===== config.mk =====
export PLATFORM = sky130hd
export DESIGN_NAME = msq_ctrl
export DESIGN_NICKNAME = d
export VERILOG_FILES = /design/src/hw/rtl/msq_pkg.sv /design/src/hw/rtl/msq_ctrl.sv
export SDC_FILE = /design/constraint.sdc
export NUM_CORES = 1
export LEC_CHECK = 0
export BUFFER_PORTS_ARGS = -buffer_cell sky130_fd_sc_hd__buf_2
export CAP_MARGIN = 30
export CORE_AREA = 2 2 39 41
export DETAILED_ROUTE_END_ITERATION = 12
export DIE_AREA = 0 0 41 43
export GPL_ROUTABILITY_DRIVEN = 0
export PLACE_DENSITY_LB_ADDON = 0.3
export SLEW_MARGIN = 20
export SYNTH_ARGS = -nofsm -noshare
export SYNTH_HDL_FRONTEND = slang
export SYNTH_SLANG_ARGS = --single-unit
export TNS_END_PERCENT = 50

===== constraint.sdc =====
create_clock -name i_clk -period 1.17 [get_ports i_clk]
set_input_delay 0.234 -clock i_clk [delete_from_list [all_inputs] [get_ports i_clk]]
set_output_delay 0.234 -clock i_clk [all_outputs]
set_load 0.005 [all_outputs]

===== src/hw/rtl/msq_pkg.sv =====
// msq_pkg: shared types, constants and case tables of the marching squares cell segmenter
// no dependencies; used by msq_datapath, msq_ctrl and the top level

package msq_pkg;

    localparam int CFG_IDX_W  = 2;
    localparam int CFG_DATA_W = 16;
    localparam int THR_W      = 16;
    localparam int CFG_COLS_W = 11;
    localparam int ROW_W      = 16;
    localparam int COL_OUT_W  = 10;
    localparam int EDGE_W     = 2;

    localparam logic [CFG_IDX_W-1:0] CFG_THRESHOLD = 2'd0;
    localparam logic [CFG_IDX_W-1:0] CFG_COLUMNS   = 2'd1;
    localparam logic [CFG_IDX_W-1:0] CFG_ROWS      = 2'd2;

    localparam logic [EDGE_W-1:0] EDGE_TOP    = 2'd0;
    localparam logic [EDGE_W-1:0] EDGE_RIGHT  = 2'd1;
    localparam logic [EDGE_W-1:0] EDGE_BOTTOM = 2'd2;
    localparam logic [EDGE_W-1:0] EDGE_LEFT   = 2'd3;

    localparam logic [3:0] CASE_EMPTY   = 4'd0;
    localparam logic [3:0] CASE_SADDLE5 = 4'd5;
    localparam logic [3:0] CASE_SADDLE10 = 4'd10;
    localparam logic [3:0] CASE_FULL    = 4'd15;

    typedef enum logic [2:0] {
        S_IDLE,
        S_READ,
        S_CLASS,
        S_PREP,
        S_DIV,
        S_EMIT
    } t_state;

    typedef struct packed {
        logic       accept;
        logic       capture;
        logic       classify;
        logic       prep;
        logic       store_q;
        logic       emit;
        logic [1:0] slot;
    } t_cmd;

    typedef struct packed {
        logic has_seg;
        logic two_seg;
        logic direct;
        logic div_done;
        logic out_free;
    } t_sts;

    // edge pair of a single-segment case: {first, second}
    function automatic logic [2*EDGE_W-1:0] plain_pair(input logic [3:0] cs);
        logic [2*EDGE_W-1:0] p;
        case (cs)
            4'd1:    p = {EDGE_TOP, EDGE_LEFT};
            4'd2:    p = {EDGE_TOP, EDGE_RIGHT};
            4'd3:    p = {EDGE_LEFT, EDGE_RIGHT};
            4'd4:    p = {EDGE_RIGHT, EDGE_BOTTOM};
            4'd6:    p = {EDGE_TOP, EDGE_BOTTOM};
            4'd7:    p = {EDGE_BOTTOM, EDGE_LEFT};
            4'd8:    p = {EDGE_BOTTOM, EDGE_LEFT};
            4'd9:    p = {EDGE_TOP, EDGE_BOTTOM};
            4'd11:   p = {EDGE_RIGHT, EDGE_BOTTOM};
            4'd12:   p = {EDGE_LEFT, EDGE_RIGHT};
            4'd13:   p = {EDGE_TOP, EDGE_RIGHT};
            4'd14:   p = {EDGE_TOP, EDGE_LEFT};
            default: p = {EDGE_TOP, EDGE_TOP};
        endcase
        return p;
    endfunction

    function automatic logic is_plain(input logic [3:0] cs);
        return !(cs inside {CASE_EMPTY, CASE_SADDLE5, CASE_SADDLE10, CASE_FULL});
    endfunction

endpackage


===== src/hw/rtl/msq_ctrl.sv =====
// msq_ctrl: controller state machine that sequences capture, classification,
// the two crossing fractions of each segment and segment output; uses msq_pkg

module msq_ctrl (
    input  logic          i_clk,
    input  logic          i_rst_n,
    input  logic          i_in_valid,
    output logic          o_in_ready,
    input  msq_pkg::t_sts i_sts,
    output msq_pkg::t_cmd o_cmd
);

    msq_pkg::t_state r_state;
    msq_pkg::t_state n_state;
    logic [1:0]      r_slot;
    logic [1:0]      n_slot;
    logic            frac_ready;

    assign frac_ready = (r_state == msq_pkg::S_PREP && i_sts.direct) ||
                        (r_state == msq_pkg::S_DIV && i_sts.div_done);

    always_ff @(posedge i_clk) begin
        if (!i_rst_n) begin
            r_state <= msq_pkg::S_IDLE;
            r_slot  <= '0;
        end else begin
            r_state <= n_state;
            r_slot  <= n_slot;
        end
    end

    // next state
    always_comb begin
        n_state = r_state;
        n_slot  = r_slot;
        case (r_state)
            msq_pkg::S_IDLE: begin
                if (i_in_valid) begin
                    n_state = msq_pkg::S_READ;
                end
            end
            msq_pkg::S_READ: begin
                n_state = msq_pkg::S_CLASS;
            end
            msq_pkg::S_CLASS: begin
                n_slot  = '0;
                n_state = i_sts.has_seg ? msq_pkg::S_PREP : msq_pkg::S_IDLE;
            end
            msq_pkg::S_PREP, msq_pkg::S_DIV: begin
                if (frac_ready) begin
                    if (r_slot[0]) begin
                        n_state = msq_pkg::S_EMIT;
                    end else begin
                        n_slot  = r_slot + 1'b1;
                        n_state = msq_pkg::S_PREP;
                    end
                end else begin
                    n_state = msq_pkg::S_DIV;
                end
            end
            msq_pkg::S_EMIT: begin
                if (i_sts.out_free) begin
                    if (r_slot[1] || !i_sts.two_seg) begin
                        n_state = msq_pkg::S_IDLE;
                    end else begin
                        n_slot  = r_slot + 1'b1;
                        n_state = msq_pkg::S_PREP;
                    end
                end
            end
            default: begin
                n_state = msq_pkg::S_IDLE;
            end
        endcase
    end

    // outputs
    always_comb begin
        o_cmd      = '0;
        o_cmd.slot = r_slot;
        o_in_ready = 1'b0;
        case (r_state)
            msq_pkg::S_IDLE: begin
                o_in_ready   = 1'b1;
                o_cmd.accept = i_in_valid;
            end
            msq_pkg::S_READ: begin
                o_cmd.capture = 1'b1;
            end
            msq_pkg::S_CLASS: begin
                o_cmd.classify = 1'b1;
            end
            msq_pkg::S_PREP: begin
                o_cmd.prep = 1'b1;
            end
            msq_pkg::S_DIV: begin
                o_cmd.store_q = i_sts.div_done;
            end
            msq_pkg::S_EMIT: begin
                o_cmd.emit = i_sts.out_free;
            end
            default: ;
        endcase
    end

`ifndef SYNTHESIS
    a_emit_free: assert property (@(posedge i_clk) disable iff (!i_rst_n)
        o_cmd.emit |-> i_sts.out_free)
        else $error("segment loaded while output register busy");

    a_done_in_div: assert property (@(posedge i_clk) disable iff (!i_rst_n)
        i_sts.div_done |-> (r_state == msq_pkg::S_DIV))
        else $error("divider finished outside the divide state");

    a_accept_read: assert property (@(posedge i_clk) disable iff (!i_rst_n)
        (i_in_valid && o_in_ready) |=> (r_state == msq_pkg::S_READ))
        else $error("accepted transaction not followed by store read");
`endif

endmodule


==> results of run 1 <==
==> power by group through the flow <==
stage | clock network, mW | logic [mW] | registers (mW)
after floorplan | 0 | 0.165 | 0.197
after global placement | 0 | 0.253 | 0.210
after detailed placement | 0 | 0.256 | 0.212
after CTS | 0.205 | 0.308 | 0.204
after global routing | 0.214 | 0.372 | 0.212
final | 0.197 | 0.343 | 0.210
==> worst paths after layout <==
kind,from,to,slack [ns]
worst min register to register,r_slot[0],r_slot[0],0.59
worst max-delay path,r_state[1],o_cmd[7],-0.22
worst min-delay path,i_rst_n,r_slot[0],0.28
worst max register to register,r_state[1],r_slot[0],-0.14
==> area by class of cell <==
class / count / share of cell area [%]
Tap cell: 16 / 2.33
Inverter: 4 / 1.75
Clock buffer: 4 / 3.06
Timing Repair Buffer: 35 / 26.8
Sequential cell: 5 / 13.4
Multi-Input combinational cell: 52 / 52.6
==> registers in the layout, summed over array words and instances, names as in the netlist <==
signal and cells:
r_state 3, r_slot 2
==> synthesized netlist by cell type, drive strengths merged (2+ instances only) <==
cell / count
a31oi: 2
nand2: 4
dfxtp: 5
o21ai: 2
nor2b: 6
nor3: 2
a21oi: 4
inv: 4
buf: 3
nor2: 2
or2b: 2
nand2b: 3
nand3b: 2
and3: 4
nand3: 2
==> per-layer routing <==
layer  up-vias  part of all wire (%)
met5         -                     0
met4         0                   1.6
met3         4                   4.2
met2        19                    49
met1       291                    45
li1        307                     -
==> worst register-to-register path, stage by stage, from the launching register on <==
cell and delay (ns):
dfxtp_4 0.38, buf_4 0.16, xnor2_2 0.15, a31oi_4 0.18, o221ai_2 0.12, a221oi_2 0.24
==> timing repair <==
action,in CTS,in global routing
gates resized for setup,9,9
setup endpoints to repair,12,12
buffers inserted,7,0
pin swaps,3,3
hold endpoints to repair,0,0
==> cells by family after synthesis <==
logic type | Yosys count
and+or+nand+nor | 31
adders and majority gates | 1
AOI/OAI and AO/OA | 18
buffers and inverters | 8
DFF | 5
muxes | 1
xor gates and xnor gates | 1
==> stage by stage <==
stage	util (%)	cell area [sq um]	std cells	hold slack [ns]
after floorplan	-	549	65	0.370
after global placement	51.5	713	105	0.532
after detailed placement	51.5	713	105	0.534
after CTS	59.1	818	116	0.277
after global routing	62.0	858	116	0.308
final	62.0	858	116	0.284
==> flow_summary_export.csv, run 1 <==
group,metric,value,unit
logic_synthesis,yosysTopAreaCellShare,19.5,%
logic_synthesis,synthesis.nets,74,
floorplanning,start_util,37.1,%
grt,antenna_found_initial,0,
clock_network,cts_max_level,1,
logic_synthesis,synthSimpleGateAreaFrac,36.8,%
placed_design,dp_hpwl,1050,um
grt,grt_max_degree,12,
sta,max-slew-margin-rel,85.1,%
logic_synthesis,synth_top_cell_by_area,"dfxtp_1",
worst_setup_path,crit_type,"reg -> out",
layout,areaGrowthSynthToFinish,67.3,%
logic_synthesis,yosysSeqAreaShare,19.5,%
logic_synthesis,synth_cells,65,
clock_network,clkLatencyLatePin,0.24,ns
floorplanning,die_h,43,um
worst_setup_path,worstPathArrival,1.16,ns
placed_design,portBuffers,16,
logic_synthesis,yosysWarnings,0,
worst_setup_path,cpPeakStageDelay,0.38,ns
sta,fin_skew,0.00168,ns
sta,finalHoldViolCount,0,
placed_design,pre_cts_ws,-0.0819,ns
power,seqPwrFrac,28.0,%
grt,use_met3,1.57,%
sta,fin_crit_sh,119,%
layout,fillers,120,
power,total_power,0.750,mW
sta,finalSetupViolCount,12,
clock_network,cts-hold-fix-buffers,0,
status,violations,"setup timing",
sta,period_minus_slack,1.39,ns
logic_synthesis,synth_cell_type_count,35,
floorplanning,core_area,1380,sq um
floorplanning,dieArea,1760,sq um
layout,diodes,0,
logic_synthesis,ys.flop_type,"dfxtp_1",
power,power_density,874,nW/um^2
worst_setup_path,cp_top_family,"flip-flops",
clock_network,cts_tree,"done",
floorplanning,ios,17,
power,power.switching,0.245,mW
sta,slew_violations,0,
power,peakVddDrop,0.415,mV
worst_setup_path,cp-start-kind,"register",
layout,drive_above_1_share,60.0,%
sta,fin_ws,-0.223,ns
grt,grt-ovfl-total,0,
layout,layout_commonest_cell,"buf_4",
hold_path,hold_depth,3,
grt,track_usage,19.1,%
logic_synthesis,ys_seq_elements,5,
drt,drt_pass1_iterations,4,
layout,final_nets,110,
status,status,"finished, violations left",
hold_path,hp-class,"in -> reg",
grt,grt_pass1_wl,2310,um
clock_network,clk_path_buf_depth,2,
logic_synthesis,synthArstFlopShare,0,%
logic_synthesis,synth_area_per_cell,7.89,sq um
grt,grt_pass1_vias,524,
logic_synthesis,synth_adder_area_share,2.44,%
worst_setup_path,path_cells,"buf_6 -> nor3_4 -> and2_1 -> buf_2",
power,p_sw_share,32.6,%
logic_synthesis,synth_compound_area_share,30.2,%
power,p_leak,0.416,nW
layout,multi_input_area,452,sq um
sta,fmax,718,MHz
worst_setup_path,crit_required,0.94,ns
sta,worstMarginPinSlew,0.221,ns
job,maxCapViolations,0,
worst_setup_path,endpoint_kind,"output port",
sta,setup_tns,-1.52,ns
logic_synthesis,synth_area,513,sq um
grt,met2_usage,26.9,%
drt,ant_nets,0,
power,combPwrFrac,45.7,%
sta,rsz0062_at_grt,"true",
worst_setup_path,cp.depth,4,
drt,drt-vias-per-instance,5.35,
logic_synthesis,synth_xor_area_share,1.71,%
power,internal-power,0.505,mW
layout,ff_latch_area,115,sq um
floorplanning,rows,14,
logic_synthesis,synthMuxAreaShare,1.95,%
layout,final_cell_mix,"17 x buf_4, 16 x buf_2, 4 x a21oi_1, 4 x dfxtp_4",
worst_setup_path,reg2regPathDepth,5,
grt,busiest_layer,"met1",
drt,via_count,621,
power,power_frac_clock,26.3,%
drt,route.detailed.drc,0,
floorplanning,die_w,41,um
worst_setup_path,slowest_stage,"dfxtp_4",
worst_setup_path,cp_max_fo,8,
drt,wl,1540,um
logic_synthesis,synth_top_family_by_area,"simple AND/OR/NAND/NOR gates",
clock_network,cts_inserted_buffers,3,
clock_network,cts_root_buf,"clkbuf_4",
drt,avgRoutedWirePerCell,13.3,um
clock_network,clkSinkCount,5,
logic_synthesis,synth-edff-count,0,
worst_setup_path,critical_path_buf_inv_count,2,
logic_synthesis,ys_top_cells_by_area,"dfxtp_1 20%, nor2b_1 7.3%, and3_1 4.9%",
clock_network,clk_pin_slew,0.04,ns
grt,gr-usage-met1,28.7,%
drt,drtIter0Drc,8,
Note: power is estimated with default switching activity, not from simulation.
==> run 2: changes to the inputs <==
--- a/config.mk
+++ b/config.mk
@@ -12,6 +12,7 @@
 export DIE_AREA = 0 0 41 43
 export GPL_ROUTABILITY_DRIVEN = 0
 export PLACE_DENSITY_LB_ADDON = 0.3
+export SETUP_SLACK_MARGIN = 0.15
 export SLEW_MARGIN = 20
 export SYNTH_ARGS = -nofsm -noshare
 export SYNTH_HDL_FRONTEND = slang
==> flow_summary_export.csv, run 2 (same netlist as run 1, synthesis figures left out) <==
group,metric,value,unit
grt,grt_max_degree,12,
floorplanning,start_util,37.1,%
placed_design,portBuffers,16,
clock_network,cts_root_buf,"clkbuf_4",
worst_setup_path,path_cells,"buf_6 -> nor3_4 -> and2_1 -> buf_2",
grt,antenna_found_initial,0,
sta,fin_skew,0.00174,ns
power,power_density,888,nW/um^2
placed_design,pre_cts_ws,-0.0768,ns
job,maxCapViolations,0,
power,peakVddDrop,0.432,mV
layout,drive_above_1_share,59.4,%
power,total_power,0.772,mW
grt,grt_pass1_wl,2400,um
sta,fmax,725,MHz
drt,avgRoutedWirePerCell,13.3,um
sta,fin_crit_sh,118,%
drt,ant_nets,0,
sta,period_minus_slack,1.38,ns
sta,slew_violations,0,
floorplanning,die_w,41,um
layout,ff_latch_area,115,sq um
drt,via_count,610,
layout,diodes,0,
floorplanning,die_h,43,um
hold_path,hp-class,"in -> reg",
placed_design,dp_hpwl,1080,um
sta,worstMarginPinSlew,0.236,ns
sta,finalSetupViolCount,12,
clock_network,cts-hold-fix-buffers,0,
clock_network,clkSinkCount,5,
clock_network,clkLatencyLatePin,0.26,ns
layout,fillers,122,
drt,route.detailed.drc,0,
worst_setup_path,crit_required,0.94,ns
floorplanning,rows,14,
sta,finalHoldViolCount,0,
floorplanning,core_area,1380,sq um
layout,multi_input_area,433,sq um
worst_setup_path,cp_max_fo,5,
sta,fin_ws,-0.209,ns
layout,largest_reg_flops,3,
worst_setup_path,crit_type,"reg -> out",
clock_network,clk_pin_slew,0.05,ns
grt,track_usage,20.8,%
layout,final_nets,111,
drt,drtIter0Drc,10,
worst_setup_path,worstPathArrival,1.15,ns
sta,max-slew-margin-rel,84.3,%
clock_network,cts_tree,"done",
status,violations,"setup timing",
grt,grt-ovfl-total,0,
layout,top_register,"r_state",
grt,grt_pass1_vias,584,
sta,holdWs,0.264,ns
worst_setup_path,slowest_stage,"dfxtp_4",
layout,final_cell_mix,"17 x buf_4, 13 x buf_2, 6 x buf_6",
worst_setup_path,endpoint_kind,"output port",
worst_setup_path,cpPeakStageDelay,0.36,ns
drt,drt_pass1_iterations,4,
layout,layout_commonest_cell,"buf_4",
worst_setup_path,cp_top_family,"flip-flops",
sta,rsz0062_at_grt,"true",
floorplanning,ios,17,
clock_network,cts_inserted_buffers,3,
drt,drt-vias-per-instance,5.21,
floorplanning,dieArea,1760,sq um
power,p_leak,0.409,nW
clock_network,clk_path_buf_depth,2,
layout,areaGrowthSynthToFinish,69.5,%
worst_setup_path,cp-start-kind,"register",
drt,wl,1560,um
worst_setup_path,critical_path_buf_inv_count,2,
status,status,"finished, violations left",
clock_network,cts_max_level,1,
layout,reg_top3,"r_state (3), r_slot (2)",
==> run 2: cell types whose count changed in the layout (fill, tap and decap cells not counted), sizes merged <==
cell	delta
buf	+1
==> run 2: what timing repair did <==
item	in CTS	in global routing
pin swaps	2	2
cloned	0	0
resized for setup	10	9
setup buffers	5	3
endpoints found under the setup margin	13	13
==> run 2: power by group <==
group	total, mW	leakage, nW	internal, mW	switching, mW
sequential	0.205	0.0436	0.184	0.0218
combinational	0.351	0.350	0.200	0.151
clock	0.216	0.0150	0.130	0.0856
total	0.772	0.409	0.514	0.258
==> run 2: worst paths after layout <==
kind	endpoint	from	slack, ns	cells past startpoint
worst max-delay path	o_cmd[7]	r_state[0]	-0.21	4
worst min register to register	r_slot[0]	r_slot[0]	0.59	3
worst max register to register	r_state[0]	r_state[2]	-0.11	5
worst min-delay path	r_slot[0]	i_rst_n	0.26	3
==> run 2: through the flow <==
step	instances	cell area (sq um)	utilization, %	TNS (ns)
3_5_place_dp	105	716	51.7	-0.249
5_1_grt	117	870	62.8	-2.16
2_1_floorplan	65	557	-	-0.0350
3_3_place_gp	105	716	51.7	-0.173
6_report	117	870	62.8	-1.52
4_1_cts	114	807	58.3	-1.53
==> run 2: final cells by class <==
| cell class | instances | share of cell area (%) |
|---|---|---|
| timing repair buffer | 36 | 29.9 |
| sequential | 5 | 13.2 |
| clock buffer | 4 | 3.02 |
| tap | 16 | 2.30 |
| inverter | 4 | 1.73 |
| multi-input combinational | 52 | 49.8 |
==> run 2: per-layer routing <==
layer | GRT usage, % | up-vias | wire [um]
met5 | 0 | - | 0
met4 | 12.0 | 0 | 40
met3 | 4.71 | 6 | 63
met2 | 31.6 | 14 | 779
met1 | 25.5 | 280 | 675
li1 | - | 310 | -
==> run 2: worst min-delay path: stages <==
cell and delay, ns:
buf_2 0.12, inv_1 0.09, a221oi_2 0.04
